==> config.mk <==
export PLATFORM = sky130hd
export DESIGN_NAME = srtf_tick_scheduler
export DESIGN_NICKNAME = d
export VERILOG_FILES = /design/src/rtl/srtf_pkg.sv /design/src/rtl/srtf_ram.sv /design/src/rtl/srtf_tick_scheduler.sv
export SDC_FILE = /design/constraint.sdc
export NUM_CORES = 1
export LEC_CHECK = 0
export BUFFER_PORTS_ARGS = -buffer_cell sky130_fd_sc_hd__buf_2
export CORE_ASPECT_RATIO = 1.2
export CORE_MARGIN = 3
export CORE_UTILIZATION = 62
export CTS_CLUSTER_SIZE = 16
export DETAILED_ROUTE_END_ITERATION = 7
export HOLD_SLACK_MARGIN = 0.03
export PLACE_DENSITY = 0.77
export SLEW_MARGIN = 20
export SYNTH_ARGS = -nofsm -noshare
export SYNTH_HDL_FRONTEND = slang
export SYNTH_SLANG_ARGS = --single-unit
==> constraint.sdc <==
create_clock -name clk -period 8.4 [get_ports clk]
set_input_delay 2.1 -clock clk [delete_from_list [all_inputs] [get_ports clk]]
set_output_delay 2.1 -clock clk [all_outputs]
set_load 0.1 [all_outputs]
==> src/rtl/srtf_pkg.sv <==
`timescale 1ns / 1ps

package srtf_pkg;

  // field widths
  localparam int ID_W    = 16;
  localparam int TIME_W  = 20;
  localparam int BURST_W = 8;

  // default table depth
  localparam int MAX_PROCS_DEF = 16;

  // saturating clock ceiling
  localparam logic [TIME_W-1:0] TIME_MAX = {TIME_W{1'b1}};

  // command codes
  localparam logic CMD_LOAD = 1'b0;
  localparam logic CMD_TICK = 1'b1;

  // one process table entry as stored in RAM
  typedef struct packed {
    logic [ID_W-1:0]    id;
    logic [TIME_W-1:0]  arrival;
    logic [BURST_W-1:0] remaining;
  } entry_t;

  localparam int ENTRY_W = ID_W + TIME_W + BURST_W;

endpackage

==> src/rtl/srtf_ram.sv <==
`timescale 1ns / 1ps

module srtf_ram #(
  parameter int WIDTH = 8,
  parameter int DEPTH = 16
) (
  input  logic                     clk,
  input  logic                     we,
  input  logic [$clog2(DEPTH)-1:0] waddr,
  input  logic [WIDTH-1:0]         wdata,
  input  logic [$clog2(DEPTH)-1:0] raddr,
  output logic [WIDTH-1:0]         rdata
);

  logic [WIDTH-1:0] mem [DEPTH];

  // one write port, registered read port
  always_ff @(posedge clk) begin
    if (we) begin
      mem[waddr] <= wdata;
    end
    rdata <= mem[raddr];
  end

endmodule

==> src/rtl/srtf_tick_scheduler.sv <==
`timescale 1ns / 1ps

// Preemptive shortest-remaining-time-first scheduler.
// Input channel: a word is taken on a rising edge with start high and busy
// low. in_command selects a load (store id, arrival, burst in the next free
// slot) or a tick (run one scheduling step).
// A load gives no result and leaves busy low; loads into a
// full table or with a zero burst are dropped.
// A tick raises busy while the table is scanned and the winner committed:
// the table RAM is read one slot per cycle through its single read port and
// each word goes through one shared compare unit, then the ST_DONE state
// commits the winner. The result word is on the out_ ports in the first
// cycle with busy low; the next word can be taken at the edge that takes
// that result.
// Result channel: out_strobe is high for exactly one cycle with the word on
// the out_ ports; the receiver cannot stall it, so nothing is buffered.
// Reset (rst_n, synchronous, active low) empties the table and clears the
// internal clock and completion count; no clearing pass is needed since
// only words from loaded slots are ever used.
module srtf_tick_scheduler #(
  parameter int MAX_PROCS = srtf_pkg::MAX_PROCS_DEF
) (
  input  logic                        clk,
  input  logic                        rst_n,
  input  logic                        start,
  output logic                        busy,
  input  logic                        in_command,
  input  logic [srtf_pkg::ID_W-1:0]    in_proc_id,
  input  logic [srtf_pkg::TIME_W-1:0]  in_arrival_time,
  input  logic [srtf_pkg::BURST_W-1:0] in_burst_time,
  output logic                        out_strobe,
  output logic                        out_idle,
  output logic [srtf_pkg::ID_W-1:0]    out_ran_id,
  output logic [srtf_pkg::TIME_W-1:0]  out_tick_time,
  output logic                        out_first_run,
  output logic [srtf_pkg::TIME_W-1:0]  out_response_time,
  output logic                        out_finished,
  output logic [srtf_pkg::TIME_W-1:0]  out_finish_time,
  output logic                        out_all_done
);

  import srtf_pkg::*;

  localparam int IDX_W = $clog2(MAX_PROCS);
  localparam int CNT_W = $clog2(MAX_PROCS + 1);
  localparam logic [CNT_W-1:0] CNT_MAX = CNT_W'(MAX_PROCS);

  localparam logic [1:0] ST_IDLE = 2'd0;
  localparam logic [1:0] ST_SCAN = 2'd1;
  localparam logic [1:0] ST_DONE = 2'd2;

  logic [1:0]           state_r, state_nxt;
  logic [CNT_W-1:0]     loaded_r, loaded_nxt;
  logic [CNT_W-1:0]     completed_r, completed_nxt;
  logic [TIME_W-1:0]    clock_r, clock_nxt;
  logic [MAX_PROCS-1:0] started_r, started_nxt;
  logic [MAX_PROCS-1:0] done_r, done_nxt;

  // scan pointer and read pipeline tag
  logic [CNT_W-1:0]     idx_r, idx_nxt;
  logic                 pend_r, pend_nxt;
  logic [IDX_W-1:0]     pend_idx_r, pend_idx_nxt;
  logic [TIME_W-1:0]    tick_t_r, tick_t_nxt;

  // running best candidate
  logic                 best_vld_r, best_vld_nxt;
  entry_t               best_r, best_nxt;
  logic [IDX_W-1:0]     best_slot_r, best_slot_nxt;

  // result registers
  logic                 strobe_r, strobe_nxt;
  logic                 idle_r, idle_nxt;
  logic [ID_W-1:0]      ran_id_r, ran_id_nxt;
  logic [TIME_W-1:0]    tick_time_r, tick_time_nxt;
  logic                 first_r, first_nxt;
  logic [TIME_W-1:0]    resp_r, resp_nxt;
  logic                 fin_r, fin_nxt;
  logic [TIME_W-1:0]    ftime_r, ftime_nxt;
  logic                 all_done_r, all_done_nxt;

  // RAM port signals
  logic                 ram_we;
  logic [IDX_W-1:0]     ram_waddr;
  entry_t               ram_wdata;
  logic [IDX_W-1:0]     ram_raddr;
  logic [ENTRY_W-1:0]   ram_rdata;
  entry_t               rd_entry;

  logic                 accept;
  logic                 cand_ok;
  logic                 cand_better;
  logic [BURST_W-1:0]   rem_dec;

  assign accept    = start && (state_r == ST_IDLE);
  assign ram_raddr = idx_r[IDX_W-1:0];
  assign rd_entry  = entry_t'(ram_rdata);
  assign rem_dec   = best_r.remaining - BURST_W'(1);

  srtf_ram #(
    .WIDTH(ENTRY_W),
    .DEPTH(MAX_PROCS)
  ) u_table (
    .clk  (clk),
    .we   (ram_we),
    .waddr(ram_waddr),
    .wdata(ENTRY_W'(ram_wdata)),
    .raddr(ram_raddr),
    .rdata(ram_rdata)
  );

  // shared compare unit: runnable and better than current best
  always_comb begin
    cand_ok = pend_r && !done_r[pend_idx_r] && (rd_entry.arrival <= tick_t_r);
    cand_better = !best_vld_r
               || (rd_entry.remaining < best_r.remaining)
               || ((rd_entry.remaining == best_r.remaining)
                   && (rd_entry.arrival < best_r.arrival));
  end

  // sequencer
  always_comb begin
    state_nxt     = state_r;
    loaded_nxt    = loaded_r;
    completed_nxt = completed_r;
    clock_nxt     = clock_r;
    started_nxt   = started_r;
    done_nxt      = done_r;
    idx_nxt       = idx_r;
    pend_nxt      = 1'b0;
    pend_idx_nxt  = idx_r[IDX_W-1:0];
    tick_t_nxt    = tick_t_r;
    best_vld_nxt  = best_vld_r;
    best_nxt      = best_r;
    best_slot_nxt = best_slot_r;
    strobe_nxt    = 1'b0;
    idle_nxt      = idle_r;
    ran_id_nxt    = ran_id_r;
    tick_time_nxt = tick_time_r;
    first_nxt     = first_r;
    resp_nxt      = resp_r;
    fin_nxt       = fin_r;
    ftime_nxt     = ftime_r;
    all_done_nxt  = all_done_r;
    ram_we        = 1'b0;
    ram_waddr     = loaded_r[IDX_W-1:0];
    ram_wdata     = '{id: in_proc_id, arrival: in_arrival_time, remaining: in_burst_time};

    unique case (state_r)
      ST_IDLE: begin
        if (accept) begin
          if (in_command == CMD_LOAD) begin
            if ((loaded_r < CNT_MAX) && (in_burst_time != '0)) begin
              ram_we = 1'b1;
              started_nxt[loaded_r[IDX_W-1:0]] = 1'b0;
              done_nxt[loaded_r[IDX_W-1:0]]    = 1'b0;
              loaded_nxt = loaded_r + CNT_W'(1);
            end
          end else begin
            state_nxt    = ST_SCAN;
            idx_nxt      = '0;
            tick_t_nxt   = clock_r;
            best_vld_nxt = 1'b0;
          end
        end
      end

      ST_SCAN: begin
        // fold the word read last cycle into the running best
        if (cand_ok && cand_better) begin
          best_vld_nxt  = 1'b1;
          best_nxt      = rd_entry;
          best_slot_nxt = pend_idx_r;
        end
        if (idx_r < loaded_r) begin
          pend_nxt = 1'b1;
          idx_nxt  = idx_r + CNT_W'(1);
        end else begin
          state_nxt = ST_DONE;
        end
      end

      ST_DONE: begin
        strobe_nxt    = 1'b1;
        tick_time_nxt = tick_t_r;
        idle_nxt      = !best_vld_r;
        ran_id_nxt    = '0;
        first_nxt     = 1'b0;
        resp_nxt      = '0;
        fin_nxt       = 1'b0;
        ftime_nxt     = '0;
        if (best_vld_r) begin
          ran_id_nxt = best_r.id;
          ram_we     = 1'b1;
          ram_waddr  = best_slot_r;
          ram_wdata  = '{id: best_r.id, arrival: best_r.arrival, remaining: rem_dec};
          if (!started_r[best_slot_r]) begin
            started_nxt[best_slot_r] = 1'b1;
            first_nxt = 1'b1;
            resp_nxt  = tick_t_r - best_r.arrival;
          end
          if (rem_dec == '0) begin
            done_nxt[best_slot_r] = 1'b1;
            completed_nxt = completed_r + CNT_W'(1);
            fin_nxt       = 1'b1;
            ftime_nxt     = (tick_t_r == TIME_MAX) ? TIME_MAX : tick_t_r + TIME_W'(1);
          end
        end
        all_done_nxt = (completed_nxt == loaded_r);
        if (clock_r != TIME_MAX) begin
          clock_nxt = clock_r + TIME_W'(1);
        end
        state_nxt = ST_IDLE;
      end

      default: begin
        state_nxt = ST_IDLE;
      end
    endcase
  end

  // control state
  always_ff @(posedge clk) begin
    if (!rst_n) begin
      state_r     <= ST_IDLE;
      loaded_r    <= '0;
      completed_r <= '0;
      clock_r     <= '0;
      started_r   <= '0;
      done_r      <= '0;
      pend_r      <= 1'b0;
      best_vld_r  <= 1'b0;
      strobe_r    <= 1'b0;
    end else begin
      state_r     <= state_nxt;
      loaded_r    <= loaded_nxt;
      completed_r <= completed_nxt;
      clock_r     <= clock_nxt;
      started_r   <= started_nxt;
      done_r      <= done_nxt;
      pend_r      <= pend_nxt;
      best_vld_r  <= best_vld_nxt;
      strobe_r    <= strobe_nxt;
    end
  end

  // datapath, no reset
  always_ff @(posedge clk) begin
    idx_r       <= idx_nxt;
    pend_idx_r  <= pend_idx_nxt;
    tick_t_r    <= tick_t_nxt;
    best_r      <= best_nxt;
    best_slot_r <= best_slot_nxt;
    idle_r      <= idle_nxt;
    ran_id_r    <= ran_id_nxt;
    tick_time_r <= tick_time_nxt;
    first_r     <= first_nxt;
    resp_r      <= resp_nxt;
    fin_r       <= fin_nxt;
    ftime_r     <= ftime_nxt;
    all_done_r  <= all_done_nxt;
  end

  assign busy              = (state_r != ST_IDLE);
  assign out_strobe        = strobe_r;
  assign out_idle          = idle_r;
  assign out_ran_id        = ran_id_r;
  assign out_tick_time     = tick_time_r;
  assign out_first_run     = first_r;
  assign out_response_time = resp_r;
  assign out_finished      = fin_r;
  assign out_finish_time   = ftime_r;
  assign out_all_done      = all_done_r;

endmodule

## After elaboration in Yosys (flattened, before gate mapping)

Memories as Yosys holds them, arrays and structs flattened. A register that Yosys moved wholly into a read port is not among the register bits.
Index checks and enable logic that the tools add are counted.

| word-level totals | value |
|---|---|
| bits in registers | 224 |
| bits in latches | 0 |
| RAM bits | 704 |
| memory bits (read-only) | 0 |
| output and inout port bits | 82 |
| word-level logic and storage cells | 146 |
| memories | 1 |

Memory list:

| name | words | bits a word | rd ports | clocked after memory_dff | wr ports | line | text |
|---|---|---|---|---|---|---|---|
| u_table.mem | 16 | 44 | 1 | 1 | 1 | srtf_ram.sv:15 | `logic [WIDTH-1:0] mem [DEPTH];` |

| operators by class | value |
|---|---|
| $add $sub $neg | 7 |
| multiply operators | 0 |
| divide/modulo/power cells | 0 |
| order comparisons | 10 |
| equality and inequality tests | 16 |
| shift-type cells | 0 |
| multiplexer cells | 51 |
| bitwise gates (word level) | 7 |
| reduce and logical (&&, ||, !) cells | 30 |

Operators by type and width:

| kind | count |
|---|---|
| 16-bit 2-to-1 mux | 10 |
| 44-bit 2-to-1 mux | 2 |
| 16-bit one-hot mux with 2 select lines | 2 |
| 20-bit by 1-bit adder with 20-bit output (second input constant) | 2 |
| 16-bit bitwise AND | 2 |
| 16-bit bitwise OR | 2 |
| 5-bit 2-to-1 mux | 6 |
| 20-bit == test (second input constant) | 1 |
| 20-bit <= comparator | 1 |
| 20-bit < comparator | 1 |
| 20-bit 2-to-1 mux | 1 |
| 20-bit != test (second input constant) | 1 |
| 20-bit subtractor | 1 |
| 2-bit != test (second input constant) | 9 |
| 1-bit 2-to-1 mux | 17 |
| 16-bit inverter | 1 |
| 5-bit by 1-bit adder with 5-bit output (second input constant) | 3 |
| 4-bit by 5-bit < comparator with 1-bit output (second input constant) | 3 |
| 4-bit AND reduction | 3 |
| 6-bit AND reduction | 2 |
| 5-bit one-hot mux with 2 select lines | 1 |
| 1-bit binary-select mux with 4-bit select | 2 |
| 1-bit demux with 4-bit select | 2 |
| 8-bit == test | 1 |
| other kinds (24) | 45 |

## Longest topological paths before layout

Gate-level depths: netlist (run 1).

| depth | value |
|---|---|
| depth in word-level cells | 10 |
| depth in mapped cells | 10 |

## By module

Synthesis (run 1) repeated with hierarchy kept, for this count alone.

| second synthesis, totals | value |
|---|---|
| cell total of the unflattened synthesis | 2254 |
| area total of the unflattened synthesis | 38868.5 µm² |

By module, submodules not included:

| module | times used | cells each | area an instance (µm²) | sequential area each (µm²) |
|---|---|---|---|---|
| srtf_ram | 1 | 1142 | 27267.4 | 22021.1 |
| srtf_tick_scheduler | 1 | 1112 | 11601.1 | 6015.8 |

## Worst setup path before layout (run 1)

Ideal clock, no wire load.

| timing | value |
|---|---|
| path type | register -> register |
| start point | reg best_r[1] in the netlist's numbering |
| end point | reg best_r[0] in the netlist's numbering (enable) |
| setup time | 544 ps |
| arrival time | 5375 ps |
| required time | 7856 ps |
| setup slack | 2481 ps |
| stages on the path, launching flop included | 8 |
| path through | edfxtp_1 -> inv_1 -> ha_1 -> nor2b_1 -> nor3_1 -> o21ai_0 -> a221o_1 -> a311oi_1 |

| on the way | value |
|---|---|
| longest elaborated chain between the ends | 5 |

RTL lines:

| what | line | text |
|---|---|---|
| start: declaration | srtf_tick_scheduler.sv:67 | `entry_t best_r, best_nxt;` |
| start signal: assignment | srtf_tick_scheduler.sv:251 | `best_r <= best_nxt;` |
| 8-bit < comparator / 8-bit == test (equally long branches) | srtf_tick_scheduler.sv:115, srtf_tick_scheduler.sv:116 |  |
| 1-bit logical OR / 1-bit logical AND (equally long branches) | srtf_tick_scheduler.sv:115, srtf_tick_scheduler.sv:117 |  |
| 1-bit logical OR (*) | srtf_tick_scheduler.sv:116 | `\|\| ((rd_entry.remaining == best_r.remaining)` |
| 1-bit logical AND (*) | srtf_tick_scheduler.sv:169 | `if (cand_ok && cand_better) begin` |
| 2-bit AND reduction (no line) (*) | n/a |  |

Every way passes the cells marked *; elsewhere a longest branch is shown, timed or not.
A chain may end at the register's enable or synchronous reset.

## Worst setup path after layout (run 1)

| timing | value |
|---|---|
| start point | in in_burst_time[3] in the netlist's numbering |
| end point | mem u_table.mem[13][20] in the netlist's numbering (enable) |

| on the way | value |
|---|---|
| longest elaborated chain between the ends | 8 |

RTL lines:

| what | line | text |
|---|---|---|
| start: declaration | srtf_tick_scheduler.sv:30 | `input logic [srtf_pkg::BURST_W-1:0] in_burst_time,` |
| 8-bit nonzero test | srtf_tick_scheduler.sv:152 | `if ((loaded_r < CNT_MAX) && (in_burst_time != '0)) begin` |
| 1-bit logical AND | srtf_tick_scheduler.sv:152 |  |
| 1-bit 2-to-1 mux | srtf_tick_scheduler.sv:152 |  |
| 1-bit 2-to-1 mux | srtf_tick_scheduler.sv:151 | `if (in_command == CMD_LOAD) begin` |
| 1-bit 2-to-1 mux | srtf_tick_scheduler.sv:150 | `if (accept) begin` |
| 1-bit one-hot mux with 2 select lines | srtf_tick_scheduler.sv:148 | `unique case (state_r)` |
| 1-bit 2-to-1 mux | srtf_ram.sv:19 | `if (we) begin` |
| 1-bit 2-to-1 mux (not written as such) | srtf_ram.sv:20 | `mem[waddr] <= wdata;` |
| end: declaration | srtf_ram.sv:15 |  |

Every way passes these cells.

==> flow_metrics.tcl, run 1 <==
set metrics [dict create \
    outcome "completed" \
    overflow 0 \
    stdcell_count 3212 \
    worstMarginPinSlew_ns 1.15 \
    pwr_density_cell_mw_per_mm2 227 \
    grt.total_usage 0.281 \
    clockBufferDepth 3 \
    cp.required_ns 8.73 \
    core_area_sq_mm 0.0613 \
    crit_path_start_kind "input pin" \
    wl_per_cell_um 27.9 \
    cp.arrival_ns 4.86 \
    worst_clock_skew_ns 0.0214 \
    reg2reg_slack_ns 4.42 \
    yosys_warnings 0 \
    critPathMostFrequentCell "buf_4" \
    grt_pass1_wl_mm 135 \
    num_antenna_cells 0 \
    clk_pin_slew_ns 0.06 \
    whs_endpoint "best_r[36]$_DFFE_PP_" \
    cts_hold_buf 0 \
    post_cts_buffers 0 \
    clkLatencyLatePin_ns 0.64 \
    fin_setup_tns_ns 0 \
    cp_slowest_stage_delay_ns 0.84 \
    dpl.hpwl_mm 52.6 \
    min_period_over_period 0.539 \
    dp.cells 3045 \
    final_common_cell "edfxtp_1" \
    synth-seq-cells 972 \
    grt_max_degree 163 \
    rows 99 \
    power_leakage_uw 0.0149 \
    worstPathCellList "buf_2 > nor4_1 > a2111oi_2 > buf_4 > a32oi_1 > nor2_4 > buf_4" \
    cts_tree "built" \
    first_global_vias 21200 \
    wirelength_mm 89.5 \
    dr.pass1.iters 5 \
    r2r-start "best_vld_r$_SDFFE_PN0P_" \
    slew_headroom 0.236 \
    cts_sinks 972 \
    yosys_most_used_dff "edfxtp_1" \
    ant_nets 0 \
    chipHeight_um 280 \
    cp_slowest_cell "a32oi_1" \
    rsz0062_at_grt "no" \
    nets 2457 \
    dieArea_sq_mm 0.0655 \
    drt_iter0_drc 2279 \
    drv_slew 0 \
    synth_fp_nets 2265 \
    path_class "in2reg" \
    min_from "u_table.rdata[36]$_DFF_P_" \
    end_kind "flip-flop" \
    clockRootBuffer "clkbuf_16" \
    clock.fmax_mhz 221 \
    vias_per_cell 6.41 \
    final_cell_mix "857 x edfxtp_1, 228 x mux4_2, 145 x nand2_1" \
    initial_core_util 0.631 \
    synth.avg_cell_area_sq_um 18.1 \
    crit_fanout 26 \
    finalSetupViolations 0 \
    io_pins 130 \
    hold_viol 0 \
    drive_above_1_share 0.242 \
    synth_edf_count 857 \
    regToRegEndpoint "u_table.mem[14][10]$_DFFE_PP_" \
    maxCapViolCount 0 \
    cts_max_level 3 \
    cts_buffers 88 \
    peakVddDrop_uv 225 \
    synth_cell_type_count 61 \
    netlist_instances 2136 \
    ff2ff_path_depth 7 \
    hp-class "reg2reg" \
    synthArstFlopShare 0 \
    gp_congestion 0.894 \
    cts_resized 0 \
    die-width_um 234 \
    min_path_cells 0 \
    io_buffers 129 \
    antenna_found_initial 1 \
    drc 0 \
    synth.cell_area_sq_mm 0.0387 \
    min_period_ns 4.53 \
    area_growth_pct 12.4 \
    vias 20600 \
    ys_seq_area_frac 0.725 \
    postLayoutCoreUtil 0.709 \
]
[power by group]
group | switching [uW] | total [uW] | leakage (uW) | internal, uW
registers | 44.6 | 5360 | 0.00874 | 5310
logic | 325 | 538 | 0.00476 | 213
clock network | 1740 | 3960 | 0.00140 | 2220
total | 2110 | 9860 | 0.0149 | 7750
[layer usage]
layer / wire [um] / track usage / up-vias
met5: 13 / 0 / -
met4: 2760 / 0.0969 / 2
met3: 6040 / 0.0419 / 186
met2: 47000 / 0.485 / 1008
met1: 33700 / 0.370 / 10600
li1: - / - / 8837
[state kept, by name (all words and copies together) (netlist names)]
name               cells
u_table.mem          704
best_r                44
u_table.rdata         44
clock_r               20
out_finish_time       20
out_response_time     20
out_tick_time         20
tick_t_r              20
done_r                16
out_ran_id            16
started_r             16
completed_r            5
idx_r                  5
loaded_r               5
best_slot_r            4
pend_idx_r             4
state_r                2
best_vld_r             1
out_all_done           1
out_finished           1
out_first_run          1
out_idle               1
out_strobe             1
pend_r                 1
[stage by stage]
stage / hold WS [ns] / setup WS [ns] / area, sq um / power, uW
2_1_floorplan: 0.372 / 2.48 / 38700 / 5820
3_3_place_gp: 0.390 / 3.40 / 40600 / 5980
3_5_place_dp: 0.390 / 3.28 / 40600 / 5990
4_1_cts: 0.412 / 3.87 / 43500 / 9920
5_1_grt: 0.416 / 3.77 / 43500 / 10100
6_report: 0.409 / 3.87 / 43500 / 9860
[cell families after synthesis]
group / share of synthesized area
AOI/OAI and AO/OA: 0.0331
xor gates and xnor gates: 0.0143
adders and majority gates: 0.0264
buffers and inverters: 0.0158
DFF: 0.725
muxes: 0.135
and+or+nand+nor: 0.0507
[critical path: cells and delay by family]
family                 cells  cell delay, ns
buffers and inverters      3            0.74
AND/OR/NAND/NOR            2            0.98
AO/OA/AOI/OAI              2            1.00
[final cells by class]
class                           count  area [sq um]
Sequential cell                   972         28000
Fill cell                        3625         17800
Multi-Input combinational cell   1013         10200
Clock buffer                      124          2470
Timing Repair Buffer              185          1100
Tap cell                          808          1010
Clock inverter                     42           388
Inverter                           68           258
[worst max path at each step]
stage	cells after the start	startpoint	slack, ns	endpoint
detailed placement	7	in_burst_time[3]	3.28	u_table.mem[10][11]$_DFFE_PP_
finish	7	in_burst_time[3]	3.87	u_table.mem[13][20]$_DFFE_PP_
CTS	7	in_burst_time[3]	3.87	u_table.mem[11][10]$_DFFE_PP_
global placement	7	in_burst_time[3]	3.40	u_table.mem[14][11]$_DFFE_PP_
floorplan	7	best_r[1]$_DFFE_PP_	2.48	best_r[0]$_DFFE_PP_
global route	7	in_burst_time[3]	3.77	u_table.mem[11][9]$_DFFE_PP_
[synthesized netlist by cell type, types with 3 or more instances]
master     number  area [sq um]
and3_1         15          93.8
edfxtp_1      857         25700
and4_1          3          26.3
mux4_2        228          5130
clkbuf_1       51           191
nor2_1        120           450
a31oi_1         6          37.5
a211oi_1        4          30.0
inv_1          68           255
mux2_2          3          33.8
o21a_1         10          75.1
o21ai_0        53           265
mux2i_1         3          30.0
nor2b_1        10          62.6
and2_1         22           138
nor4_1          7          43.8
buf_2          16          80.1
a211o_1         3          26.3
a22oi_1         4          30.0
nand4_1        11          68.8
o2111ai_1       3          26.3
nor3_1         30           150
buf_1          13          48.8
a21oi_1        73           365
or2_2           3          18.8
or3_1           4          25.0
nand3_1        39           195
dfxtp_1       115          2300
nand2_1       146           548
o211a_1         8          80.1
xor2_1         20           175
xnor2_1        43           377
nor2_2          3          18.8
nand2b_1       10          62.6
a32oi_1         4          35.0
ha_1           80          1000
a21o_1          9          67.6
o31ai_1         7          52.6
Power figures use the tool's default switching activity.
==> inputs of run 2 (changes only) <==
Settings changed: CORE_UTILIZATION 62 to 56, PLACE_DENSITY 0.77 to 0.73.
Clock period 8.4 ns to 3.92 ns, I/O delays scaled along.
==> flow_metrics.tcl, run 2 (synthesis gave the netlist of run 1 again) <==
set metrics [dict create \
    cp_slowest_cell "mux4_2" \
    cts_resized 0 \
    clockBufferDepth 3 \
    clk_pin_slew_ns 0.06 \
    path_class "reg2reg" \
    min_period_ns 3.03 \
    chipHeight_um 294 \
    rsz0062_at_grt "no" \
    vias_per_cell 6.16 \
    cp.arrival_ns 3.35 \
    hp-class "reg2reg" \
    fin_setup_tns_ns 0 \
    nets 2488 \
    largest_reg_flops 704 \
    grt_max_degree 99 \
    vias 20600 \
    end_kind "flip-flop" \
    drv_slew 0 \
    overflow 0 \
    grt_pass1_wl_mm 132 \
    intPower_uw 16900 \
    hold_viol 0 \
    post_cts_buffers 0 \
    cts_tree "built" \
    largest-register "u_table.mem" \
    worstMarginPinSlew_ns 1.02 \
    top_regs "u_table.mem (704), best_r (44), u_table.rdata (44)" \
    cp_slowest_stage_delay_ns 0.52 \
    p_comb_frac 0.055 \
    dieArea_sq_mm 0.0723 \
    nFillCells 4417 \
    final_common_cell "edfxtp_1" \
    clock.fmax_mhz 330 \
    p_seq_frac 0.535 \
    postLayoutCoreUtil 0.652 \
    drt_iter0_drc 1938 \
    crit_fanout 35 \
    slew_headroom 0.320 \
    worstPathCellList "mux4_2 > mux2_2 > o21ai_0 > o2111ai_1 > a311oi_4 > buf_12" \
    antenna_found_initial 2 \
    p_sw_uw 4590 \
    r2r-start "pend_idx_r[2]$_DFF_P_" \
    final_cell_mix "857 x edfxtp_1, 228 x mux4_2, 145 x nand2_1" \
    area_growth_pct 14.2 \
    drc 0 \
    io_buffers 129 \
    dr.pass1.iters 6 \
    regToRegEndpoint "best_r[4]$_DFFE_PP_" \
    ff2ff_path_depth 6 \
    wirelength_mm 86.2 \
    min_from "u_table.rdata[28]$_DFF_P_" \
    switching_share 0.214 \
    peakVddDrop_uv 479 \
    rows 104 \
    crit_path_start_kind "flip-flop" \
    die-width_um 246 \
    pwr-share-clk 0.411 \
    first_global_vias 21200 \
    drive_above_1_share 0.251 \
    cts_max_level 3 \
    ant_nets 0 \
    worst_clock_skew_ns 0.0237 \
    pwr_density_cell_mw_per_mm2 486 \
    reg2reg_slack_ns 0.89 \
    min_period_over_period 0.773 \
    min_path_cells 0 \
    io_pins 130 \
    wl_per_cell_um 25.8 \
    gp_congestion 0.920 \
    cts_hold_buf 0 \
    outcome "completed" \
    clkLatencyLatePin_ns 0.66 \
    whs_endpoint "best_r[28]$_DFFE_PP_" \
    dpl.hpwl_mm 53.6 \
    cts_sinks 972 \
    cts_buffers 93 \
    cp.required_ns 4.24 \
    clockRootBuffer "clkbuf_16" \
    initial_core_util 0.571 \
    core_area_sq_mm 0.0678 \
    grt.total_usage 0.245 \
    maxCapViolCount 0 \
    power_leakage_uw 0.0152 \
    finalSetupViolations 0 \
]
## run 2: cell count changes in the layout (fill, tap and decap cells not counted), moves of 2 or more
cell / previous run / this run
clkbuf_16: 90 / 94
clkinv_1: 9 / 11
buf_12: 2 / 22
inv_6: 1 / 4
bufinv_16: 5 / 7
clkbuf_8: 9 / 5
buf_4: 52 / 59
## run 2: final cells by class
| type | count | area, sq um | share of cell area |
|---|---|---|---|
| clock buffer | 124 | 2510 | 0.0569 |
| antenna | 1 | 2.50 | 0.0000566 |
| sequential | 972 | 28000 | 0.634 |
| inverter | 68 | 259 | 0.00586 |
| clock inverter | 50 | 502 | 0.0114 |
| tap | 901 | 1130 | 0.0255 |
| multi-input combinational | 1013 | 10200 | 0.231 |
| timing repair buffer | 211 | 1540 | 0.0349 |
## run 2: power by group through the flow
stage | combinational (uW) | clock (uW) | sequential, uW
after global placement | 1140 | 0 | 11700
after CTS | 1180 | 8970 | 11500
final | 1180 | 8810 | 11500
after detailed placement | 1170 | 0 | 11700
after global routing | 1270 | 9340 | 11500
after floorplan | 717 | 0 | 11700
## run 2: worst max-delay path: cells and delay by family, from the launching register on
family | cells | cell delay (ns)
AOI/OAI and AO/OA | 3 | 1.14
buffers and inverters | 1 | 0.30
DFF | 1 | 0.43
muxes | 2 | 0.79
## run 2: per-stage QoR
step	power [uW]	area (sq um)	setup slack [ns]	std cells	hold WS [ns]
3_3_place_gp	12800	41200	0.738	3165	0.387
6_report	21500	44200	0.890	3340	0.402
2_1_floorplan	12500	38800	-0.355	2136	0.372
3_5_place_dp	12900	41200	0.716	3165	0.390
5_1_grt	22100	44200	0.681	3339	0.407
4_1_cts	21600	44200	0.872	3339	0.404
## run 2: how the worst max path moves through the flow
stage | cells past startpoint | startpoint | end | slack (ns)
2_1_floorplan | 6 | state_r[0]$_SDFFE_PN0P_ | u_table.mem[5][0]$_DFFE_PP_ | -0.36
3_3_place_gp | 8 | in_burst_time[7] | u_table.mem[1][23]$_DFFE_PP_ | 0.74
3_5_place_dp | 8 | in_burst_time[6] | u_table.mem[6][21]$_DFFE_PP_ | 0.72
4_1_cts | 7 | best_r[27]$_DFFE_PP_ | best_r[31]$_DFFE_PP_ | 0.87
5_1_grt | 7 | best_r[27]$_DFFE_PP_ | best_r[30]$_DFFE_PP_ | 0.68
6_report | 6 | pend_idx_r[2]$_DFF_P_ | best_r[4]$_DFFE_PP_ | 0.89
## run 2: metal layers
layer,vias up,part of all wire,track usage
met4,2,0.035,0.0916
met3,170,0.079,0.0397
met2,962,0.49,0.399
met1,10500,0.40,0.339
met5,-,0.00015,0
li1,8909,-,-
==> inputs of run 3 (changes only) <==
Settings changed: ABC_AREA from default to 1.
Clock period 3.92 ns to 2.6 ns, I/O delays scaled along.
==> flow_metrics.tcl, run 3 <==
set metrics [dict create \
    nFillCells 5067 \
    min_path_cells 0 \
    rsz0062_at_grt "yes" \
    synth_fp_nets 3430 \
    worstMarginPinSlew_ns 0.825 \
    synthArstFlopShare 0 \
    first_global_vias 27900 \
    cp_slowest_stage_delay_ns 0.40 \
    holdWs_ns 0.406 \
    outcome "completed" \
    cts_sinks 972 \
    cts_tree "built" \
    min_period_ns 2.54 \
    cp_num_buf_inv 4 \
    vias_per_cell 6.15 \
    initial_core_util 0.567 \
    finalSetupViolations 0 \
    whs_endpoint "best_r[33]$_DFFE_PP_" \
    top_regs "u_table.mem (704), best_r (44), u_table.rdata (44)" \
    cts_max_level 3 \
    synth-seq-cells 972 \
    peakVddDrop_uv 624 \
    grt.total_usage 0.280 \
    min_from "u_table.rdata[33]$_DFF_P_" \
    die-width_um 251 \
    min_period_over_period 0.977 \
    dr.pass1.iters 8 \
    pwr_density_cell_mw_per_mm2 706 \
    yosys_most_used_dff "edfxtp_1" \
    clk_pin_slew_ns 0.07 \
    num_antenna_cells 0 \
    grt_max_degree 106 \
    clockRootBuffer "clkbuf_16" \
    maxCapViolCount 0 \
    synth.avg_cell_area_sq_um 12.2 \
    clkLatencyLatePin_ns 0.66 \
    multiInputGateArea_sq_mm 0.0111 \
    crit_fanout 17 \
    power_leakage_uw 0.0169 \
    nets 3680 \
    cp.arrival_ns 2.89 \
    drt_iter0_drc 3458 \
    largest-register "u_table.mem" \
    dpl.hpwl_mm 69.6 \
    drive_above_1_share 0.156 \
    place_area_sq_mm 0.0438 \
    yosys_warnings 0 \
    synth_top_area_share 0.637 \
    synth_cell_type_count 58 \
    final_cell_mix "857 x edfxtp_1, 464 x nor2_1, 415 x nand2_1" \
    final_common_cell "edfxtp_1" \
    grt_pass1_wl_mm 162 \
    cp_slowest_cell "dfxtp_2" \
    largest_reg_flops 704 \
    io_buffers 129 \
    worstPathCellList "nor2_4 > inv_2 > nor2_2 > inv_2 > buf_4 > nand2_1 > o21ai_1 > nand2_1 > nor2_4 > buf_12" \
    wl_per_cell_um 23.5 \
    slew_headroom 0.450 \
    rows 107 \
    drv_slew 0 \
    ff_latch_area_sq_mm 0.0280 \
    r2r-start "state_r[0]$_SDFFE_PN0P_" \
    cts_hold_buf 0 \
    synthTopCellsByArea "edfxtp_1 64%, dfxtp_1 5.7%, nor2_1 4.5%, nand2_1 3.9%, o21ai_0 3.1%" \
    worst_clock_skew_ns 0.0195 \
    synth_edf_count 857 \
    path_class "reg2reg" \
    regToRegEndpoint "u_table.mem[5][17]$_DFFE_PP_" \
    core_area_sq_mm 0.0712 \
    gp_congestion 0.909 \
    hp-class "reg2reg" \
    drc 0 \
    cts_buffers 92 \
    reg2reg_slack_ns 0.06 \
    ant_nets 0 \
    synth_commonest_cells "857 x edfxtp_1, 484 x nor2_1, 418 x nand2_1, 253 x o21ai_0, 171 x inv_1" \
    clockBufferDepth 3 \
    dieArea_sq_mm 0.0754 \
    synth.most_common_cell "edfxtp_1" \
    synth.cell_area_sq_mm 0.0404 \
    ys_seq_area_frac 0.694 \
    yosysTopAreaCell "edfxtp_1" \
    ff2ff_path_depth 10 \
    chipHeight_um 300 \
    hold_viol 0 \
    clock.fmax_mhz 393 \
    area_growth_pct 16.7 \
    netlist_instances 3301 \
    overflow 0 \
    vias 28000 \
    stdcell_area_sq_mm 0.0471 \
    path_delay_family "simple AND/OR/NAND/NOR gates" \
    wirelength_mm 107 \
    antenna_found_initial 1 \
    cp.required_ns 2.95 \
    crit_path_start_kind "flip-flop" \
    io_pins 130 \
    end_kind "flip-flop" \
]
run 3: worst register-to-register path, stage by stage, from the launching register on:
cell,delay (ns)
dfxtp_2,0.40
nor2_4,0.06
inv_2,0.05
nor2_2,0.04
inv_2,0.13
buf_4,0.28
nand2_1,0.08
o21ai_1,0.26
nand2_1,0.35
nor2_4,0.35
buf_12,0.23
run 3: timing repair:
action,CTS,global route
cloned,0,2
pin swaps,2,7
endpoints found under the setup margin,685,701
resized for setup,6,18
setup buffers,2,14
run 3: report_power, final:
group | internal [uW] | total, uW | switching (uW)
clock | 7720 | 13500 | 5810
combinational | 703 | 2370 | 1660
sequential | 17200 | 17400 | 151
total | 25700 | 33300 | 7630
run 3: cells by family after synthesis:
| logic type | synth area share |
|---|---|
| AND/OR/NAND/NOR | 0.122 |
| adder cells (fa/ha/maj) | 0.0253 |
| XOR/XNOR | 0.00607 |
| AO/OA/AOI/OAI | 0.0995 |
| flip-flops | 0.694 |
| multiplexers | 0.0176 |
| buffers and inverters | 0.0348 |
run 3: stage by stage:
step | setup TNS [ns] | util | total power [uW] | setup slack, ns | std cells
after floorplan | -458.01 | - | 19100 | -0.777 | 3301
after global placement | -56.17 | 0.615 | 20000 | -0.161 | 4364
after detailed placement | -61.09 | 0.615 | 20000 | -0.211 | 4365
after CTS | 0 | 0.658 | 33400 | 0.00105 | 4539
after global routing | -3.49 | 0.662 | 34300 | -0.0457 | 4555
final | 0 | 0.662 | 33300 | 0.0586 | 4555
run 3: worst max-delay path by stage:
| stage | depth (start not counted) | slack, ns | start | end |
|---|---|---|---|---|
| final | 10 | 0.06 | state_r[0]$_SDFFE_PN0P_ | u_table.mem[5][17]$_DFFE_PP_ |
| after global routing | 10 | -0.05 | state_r[0]$_SDFFE_PN0P_ | u_table.mem[5][14]$_DFFE_PP_ |
| after global placement | 10 | -0.16 | in_burst_time[7] | u_table.mem[13][42]$_DFFE_PP_ |
| after floorplan | 8 | -0.78 | state_r[0]$_SDFFE_PN0P_ | u_table.mem[13][0]$_DFFE_PP_ |
| after CTS | 12 | 0.001 | state_r[1]$_SDFFE_PN0P_ | u_table.mem[13][30]$_DFFE_PP_ |
| after detailed placement | 10 | -0.21 | in_burst_time[7] | u_table.mem[13][41]$_DFFE_PP_ |
run 3: cell type report:
cell class | count | area share
sequential | 972 | 0.595
multi-input combinational | 1973 | 0.237
timing repair buffer | 327 | 0.0640
clock buffer | 123 | 0.0539
tap | 926 | 0.0246
inverter | 185 | 0.0151
clock inverter | 49 | 0.0109
run 3: metal layers:
| layer | share of wire | GRT usage | up-vias |
|---|---|---|---|
| met5 | 0 | 0 | - |
| met2 | 0.49 | 0.475 | 1422 |
| met1 | 0.39 | 0.366 | 13800 |
| met4 | 0.037 | 0.110 | 0 |
| met3 | 0.082 | 0.0423 | 254 |
| li1 | - | - | 12500 |
